<file path="config.mk">
export PLATFORM = sky130hd
export DESIGN_NAME = cusum_obuf
export DESIGN_NICKNAME = d
export VERILOG_FILES = /design/src/rtl/core/cusum_pkg.sv /design/src/rtl/core/cusum_obuf.sv
export SDC_FILE = /design/constraint.sdc
export NUM_CORES = 1
export LEC_CHECK = 0
export BUFFER_PORTS_ARGS = -buffer_cell sky130_fd_sc_hd__buf_2
export CAP_MARGIN = 40
export CORE_MARGIN = 2
export CORE_UTILIZATION = 30
export CTS_BUF_LIST = sky130_fd_sc_hd__clkbuf_16
export DETAILED_ROUTE_END_ITERATION = 7
export SYNTH_ARGS = -nofsm -noshare
export SYNTH_HDL_FRONTEND = slang
export SYNTH_SLANG_ARGS = --single-unit
export TNS_END_PERCENT = 5
</file>
<file path="constraint.sdc">
create_clock -name aclk -period 12.9 [get_ports aclk]
set_input_delay 0 -clock aclk [delete_from_list [all_inputs] [get_ports aclk]]
set_output_delay 0 -clock aclk [all_outputs]
set_load 0.02 [all_outputs]
</file>
<file path="src/rtl/core/cusum_pkg.sv">
// cusum_pkg: types, sizes and codes shared by the axis cumulative sum unit
// depends on: nothing
`timescale 1ns / 1ps

package cusum_pkg;

    localparam int INNER_MAX  = 256;
    localparam int SCAN_MAX   = 4096;
    localparam int SLICE_MAX  = 4096;

    localparam int INNER_W    = 9;
    localparam int SCANLEN_W  = 13;
    localparam int CFG_W      = 13;
    localparam int CFG_IDX_W  = 2;

    localparam int LANE_W     = $clog2(INNER_MAX);
    localparam int SCAN_W     = $clog2(SCAN_MAX);
    localparam int SLICE_W    = $clog2(SLICE_MAX);
    localparam int CNT_W      = SLICE_W + 1;
    localparam int PROD_W     = INNER_W + SCANLEN_W;

    localparam int SAMPLE_W   = 32;
    localparam int SUM_W      = 48;

    localparam int OBUF_DEPTH = 3;
    localparam int OBUF_PTR_W = 2;
    localparam int OBUF_CNT_W = 2;

    typedef enum logic [CFG_IDX_W-1:0] {
        CFG_INNER_LEN,
        CFG_SCAN_LEN,
        CFG_EXCLUSIVE,
        CFG_REVERSE
    } cusum_cfg_idx_t;

    typedef enum logic [2:0] {
        OP_NONE,
        OP_FWD,
        OP_FILL,
        OP_DRAIN,
        OP_DROP
    } cusum_op_t;

    localparam logic CMD_PUSH  = 1'b0;
    localparam logic CMD_DRAIN = 1'b1;

    typedef struct packed {
        logic                       command;
        logic signed [SAMPLE_W-1:0] sample;
    } cusum_in_t;

    typedef struct packed {
        logic signed [SUM_W-1:0] sum;
        logic                    slice_end;
        logic                    overflow_flag;
    } cusum_out_t;

    typedef struct packed {
        logic                       valid;
        cusum_op_t                  op;
        logic [LANE_W-1:0]          lane;
        logic                       first_row;
        logic                       slice_end;
        logic signed [SAMPLE_W-1:0] sample;
    } cusum_lane_req_t;

endpackage

</file>
<file path="src/rtl/core/cusum_obuf.sv">
// cusum_obuf: result queue decoupling the result channel from the lane stage
// depends on: cusum_pkg
`timescale 1ns / 1ps

module cusum_obuf (
    input  logic                  aclk,
    input  logic                  aresetn,
    input  logic                  push,
    input  cusum_pkg::cusum_out_t push_data,
    input  logic                  inflight,
    output logic                  s_ready,
    output logic                  m_valid,
    input  logic                  m_ready,
    output cusum_pkg::cusum_out_t m_data
);
    import cusum_pkg::*;

    cusum_out_t              q_mem [OBUF_DEPTH];
    logic [OBUF_PTR_W-1:0]   wr_ptr_reg, wr_ptr_next;
    logic [OBUF_PTR_W-1:0]   rd_ptr_reg, rd_ptr_next;
    logic [OBUF_CNT_W-1:0]   count_reg,  count_next;
    logic                    pop;
    logic [OBUF_CNT_W:0]     reserved;

    assign pop      = m_valid && m_ready;
    assign m_valid  = (count_reg != '0);
    assign m_data   = q_mem[rd_ptr_reg];
    // room for the request in flight plus the next one
    assign reserved = {1'b0, count_reg} + {{OBUF_CNT_W{1'b0}}, inflight};
    assign s_ready  = reserved < (OBUF_CNT_W+1)'(OBUF_DEPTH);

    always_comb begin
        wr_ptr_next = wr_ptr_reg;
        rd_ptr_next = rd_ptr_reg;
        count_next  = count_reg;
        if (push) begin
            wr_ptr_next = (wr_ptr_reg == OBUF_PTR_W'(OBUF_DEPTH-1)) ? '0 : wr_ptr_reg + 1'b1;
        end
        if (pop) begin
            rd_ptr_next = (rd_ptr_reg == OBUF_PTR_W'(OBUF_DEPTH-1)) ? '0 : rd_ptr_reg + 1'b1;
        end
        if (push && !pop) begin
            count_next = count_reg + 1'b1;
        end else if (pop && !push) begin
            count_next = count_reg - 1'b1;
        end
    end

    always_ff @(posedge aclk) begin
        if (!aresetn) begin
            wr_ptr_reg <= '0;
            rd_ptr_reg <= '0;
            count_reg  <= '0;
        end else begin
            wr_ptr_reg <= wr_ptr_next;
            rd_ptr_reg <= rd_ptr_next;
            count_reg  <= count_next;
        end
    end

    always_ff @(posedge aclk) begin
        if (push) begin
            q_mem[wr_ptr_reg] <= push_data;
        end
    end

    a_no_overrun: assert property (@(posedge aclk) disable iff (!aresetn)
        (push && !pop) |-> count_reg != OBUF_CNT_W'(OBUF_DEPTH))
        else $error("result queue overrun");

    a_push_visible: assert property (@(posedge aclk) disable iff (!aresetn)
        (push && count_reg == '0) |=> m_valid)
        else $error("pushed result not presented");

    a_ptr_range: assert property (@(posedge aclk) disable iff (!aresetn)
        wr_ptr_reg < OBUF_PTR_W'(OBUF_DEPTH) && rd_ptr_reg < OBUF_PTR_W'(OBUF_DEPTH))
        else $error("queue pointer out of range");

endmodule

</file>
==> results_dict.tcl <==
set metrics [dict create \
    clock_power_share_pct 34.5 \
    gr-usage-met2_pct 18.7 \
    grt_antenna_before_repair 1 \
    die-area_um2 20700 \
    detailedRoute.firstPassIterationCount 4 \
    largest_family_of_logic_cells_by_synthesized_area "multiplexers" \
    power.share.sequential_pct 45.6 \
    largest-register "q_mem" \
    worst_path_max_delay_cell "sky130_fd_sc_hd__buf_4" \
    asyncSetResetFlopFracSynth_pct 0 \
    grt.met3_usage_pct 4.00 \
    critical_path.endpoint_type "flip-flop" \
    timing.max_cap.violations 0 \
    synthesis.instances 352 \
    max_slew_margin_pct 48.6 \
    synth_mux_area_share_pct 8.52 \
    synth_top_area_share_pct 76.7 \
    synth_compound_gate_area_share_pct 5.22 \
    vdd.ir_drop.worst_uv 83.5 \
    synth.net_count 410 \
    dp_slack_ns 11.23 \
    drv_slew 0 \
    rr_startpoint "wr_ptr_reg[0]$_SDFFE_PN0P_" \
    r2r_end "wr_ptr_reg[1]$_SDFFE_PN0P_" \
    power_leakage_nw 2.72 \
    startpoint_of_the_most_critical_hold_path "push_data[12]" \
    first_global_vias 3435 \
    detail_route.vias_per_cell 4.23 \
    detail-route-antenna-nets 0 \
    largest_register_ff_count 150 \
    routed-via-count 3376 \
    grt_most_used_layer "met2" \
    synthToLayoutAreaGrowth_pct 33.6 \
    cts_post_setup_buffers_inserted 0 \
    synth_cell_types 23 \
    power.combinational.fraction_pct 19.9 \
    warnings_from_yosys 0 \
    ys_seq_area_share_pct 79.4 \
    swShare_pct 27.5 \
    ys_top_cells_by_area "sky130_fd_sc_hd__edfxtp_1 77%, sky130_fd_sc_hd__mux2i_1 8.5%, sky130_fd_sc_hd__o21ai_1 4.3%" \
    synth_ff_type "sky130_fd_sc_hd__edfxtp_1" \
    post_synth_most_frequent_cells "150 x sky130_fd_sc_hd__edfxtp_1, 54 x sky130_fd_sc_hd__nand2_1, 50 x sky130_fd_sc_hd__mux2i_1, 50 x sky130_fd_sc_hd__o21ai_1, 10 x sky130_fd_sc_hd__clkbuf_1" \
    grt_pass1_wl_mm 17.2 \
    totalNegativeSetupSlack_ns 0 \
    final_setup_slack_of_the_worst_path_ns 10.88 \
    synth_adder_area_share_pct 0.639 \
    cts_root_buffer_type "sky130_fd_sc_hd__clkbuf_16" \
    ff2ff_setup_slack_ns 10.88 \
    cp_top_family "buffers and inverters" \
    numCtsBuffers 17 \
    cts_tree "built" \
    finalCriticalPeriod_ns 2.02 \
    drc_errors 0 \
    worstMarginPinSlew_ns 0.771 \
    gpl.final_weighted_congestion 0.673 \
    worstHoldPathType "in2reg" \
    clock-skew-final_ns 0.00794 \
    p_int_uw 983 \
    criticalPathCategory "reg2reg" \
    utilization_pct 40.6 \
    post_synth_instance_area_um2 5880 \
    post_route_cells_drive_above_1_share_pct 27.4 \
    grt_setup_unrepaired "no" \
    route.final.wire_length_mm 11.0 \
    post_synth_xor_xnor_area_pct 0.298 \
    p_switching_uw 373 \
    worstHoldEndpoint "q_mem[1][12]$_DFFE_PP_" \
    dieHeight_um 144 \
    buffer_ports.inserted 106 \
    fmaxAchievable_mhz 495 \
    initial_core_util_pct 30.4 \
    crit_chain "nand2_1, nor2_4, buf_4, o21a_1, dlygate4sd3_1" \
    crit_buf_inv 2 \
    fin_nets 578 \
    worstRegToRegCells 5 \
    overflow 0 \
    maximum_number_of_pins_on_one_net_before_global_route_repair 61 \
    global_route.usage.total_pct 11.2 \
    report.final.hold_viol_count 0 \
    holdWs_ns 0.324 \
    cp_data_required_time_ns 13.26 \
    dp_hpwl_mm 6.68 \
    outcome "finished, final reports clean" \
    timing.final.crit_share_pct 15.7 \
    whs_path_depth 2 \
    cts-htree-levels 4 \
    synth_area_per_cell_um2 16.7 \
    width_of_the_die_um 144 \
    power-per-cell-area_nw_per_um2 173 \
    max-clock-path-buffers 2 \
    row_count 51 \
    clock_sink_count 158 \
    clk_latency_ns 0.41 \
    seq_cells_post_synth 158 \
    groute.layer.met1.usage_pct 13.4 \
    post-synth-top-count-cell "sky130_fd_sc_hd__edfxtp_1" \
    post_synth_edffs 150 \
    yosys.area_share.simple_pct 4.49 \
    timing.critical_path.fanout_max 51 \
    timing.critical_path.arrival_ns 2.38 \
    yosysTopAreaCell "sky130_fd_sc_hd__edfxtp_1" \
    start_kind "flip-flop" \
    io_pins 107 \
    drt-wirelength-per-cell_um 13.8 \
    dr.first_iter.drc_count 110 \
    worst_setup_hold_path_clk_slew_ns 0.06 \
    setup_viols_final 0 \
    cpPeakStageDelay_ns 0.58 \
    fp.coreArea_um2 19300 \
]
-- worst reg2reg max path, stage by stage (launching register included) --
cell and delay [ns]:
sky130_fd_sc_hd__dfxtp_1 0.43, sky130_fd_sc_hd__nand2_1 0.13, sky130_fd_sc_hd__nor2_4 0.08, sky130_fd_sc_hd__buf_4 0.58, sky130_fd_sc_hd__o21a_1 0.22, sky130_fd_sc_hd__dlygate4sd3_1 0.53
-- per-layer routing --
metal	wire, µm	up-vias
met5	0	-
met4	122	0
met3	610	11
met2	5370	85
met1	4930	1618
li1	-	1662
-- cells by family (layout without fill, tap and decap cells) --
group | Yosys count | after routing
flops | 158 | 158
simple gates | 64 | 64
compound gates | 58 | 58
mux | 50 | 50
buf+inv | 17 | 198
fa+ha+maj | 3 | 3
xor+xnor | 2 | 2
other cells | 0 | 1
-- layout make-up --
| type | instances | area (µm²) |
|---|---|---|
| timing repair buffer | 166 | 1140 |
| sequential | 158 | 4670 |
| clock inverter | 15 | 131 |
| clock buffer | 17 | 425 |
| multi-input combinational | 177 | 1150 |
| fill | 1807 | 11500 |
| antenna | 1 | 2.50 |
| tap | 265 | 332 |
-- stage by stage --
step / instances / total power [mW] / cell area (µm²)
floorplan: 352 / 0.803 / 5880
global placement: 710 / 0.882 / 6710
detailed placement: 712 / 0.893 / 6750
CTS: 798 / 1.38 / 7850
global route: 798 / 1.42 / 7850
finish: 799 / 1.36 / 7850
-- how the worst max path moves through the flow --
stage | startpoint | end | cells past startpoint
finish | wr_ptr_reg[0]$_SDFFE_PN0P_ | wr_ptr_reg[1]$_SDFFE_PN0P_ | 5
global route | wr_ptr_reg[0]$_SDFFE_PN0P_ | wr_ptr_reg[1]$_SDFFE_PN0P_ | 5
CTS | wr_ptr_reg[0]$_SDFFE_PN0P_ | wr_ptr_reg[1]$_SDFFE_PN0P_ | 5
detailed placement | wr_ptr_reg[1]$_SDFFE_PN0P_ | q_mem[2][37]$_DFFE_PP_ | 3
global placement | wr_ptr_reg[1]$_SDFFE_PN0P_ | q_mem[2][29]$_DFFE_PP_ | 3
floorplan | wr_ptr_reg[1]$_SDFFE_PN0P_ | q_mem[0][0]$_DFFE_PP_ | 1
-- layout by cell type (no fill, tap or decap), types with 2 or more instances in the layout --
cell                            synthesis  routed
sky130_fd_sc_hd__clkbuf_16              0      17
sky130_fd_sc_hd__nand2_1               54      54
sky130_fd_sc_hd__buf_2                  2     106
sky130_fd_sc_hd__nor2_4                 0       2
sky130_fd_sc_hd__clkinvlp_4             0       3
sky130_fd_sc_hd__clkinv_1               0       2
sky130_fd_sc_hd__clkinv_2               0       5
sky130_fd_sc_hd__dfxtp_4                0       2
sky130_fd_sc_hd__buf_12                 0       2
sky130_fd_sc_hd__buf_4                  5       4
sky130_fd_sc_hd__edfxtp_1             150     150
sky130_fd_sc_hd__ha_1                   3       3
sky130_fd_sc_hd__o21a_1                 2       2
sky130_fd_sc_hd__inv_1                  0       2
sky130_fd_sc_hd__nor2b_1                2       2
sky130_fd_sc_hd__mux2i_1               50      50
sky130_fd_sc_hd__dlygate4sd3_1          0      54
sky130_fd_sc_hd__a21boi_1               3       3
sky130_fd_sc_hd__o21ai_1               50      50
sky130_fd_sc_hd__dfxtp_1                8       6
sky130_fd_sc_hd__or3_1                  2       2
sky130_fd_sc_hd__bufinv_16              0       2
-- power by group through the flow --
stage / Clock [mW] / Combinational [mW] / Sequential [mW]
after CTS: 0.484 / 0.276 / 0.619
final: 0.468 / 0.270 / 0.618
after floorplan: 0 / 0.191 / 0.612
after global placement: 0 / 0.233 / 0.649
after global routing: 0.506 / 0.295 / 0.622
after detailed placement: 0 / 0.263 / 0.630
-- timing repair --
item	CTS	global route
resized for setup	0	0
hold buffers	54	0
endpoints found under the hold margin	158	0
Note: power is estimated with default switching activity, not from simulation.
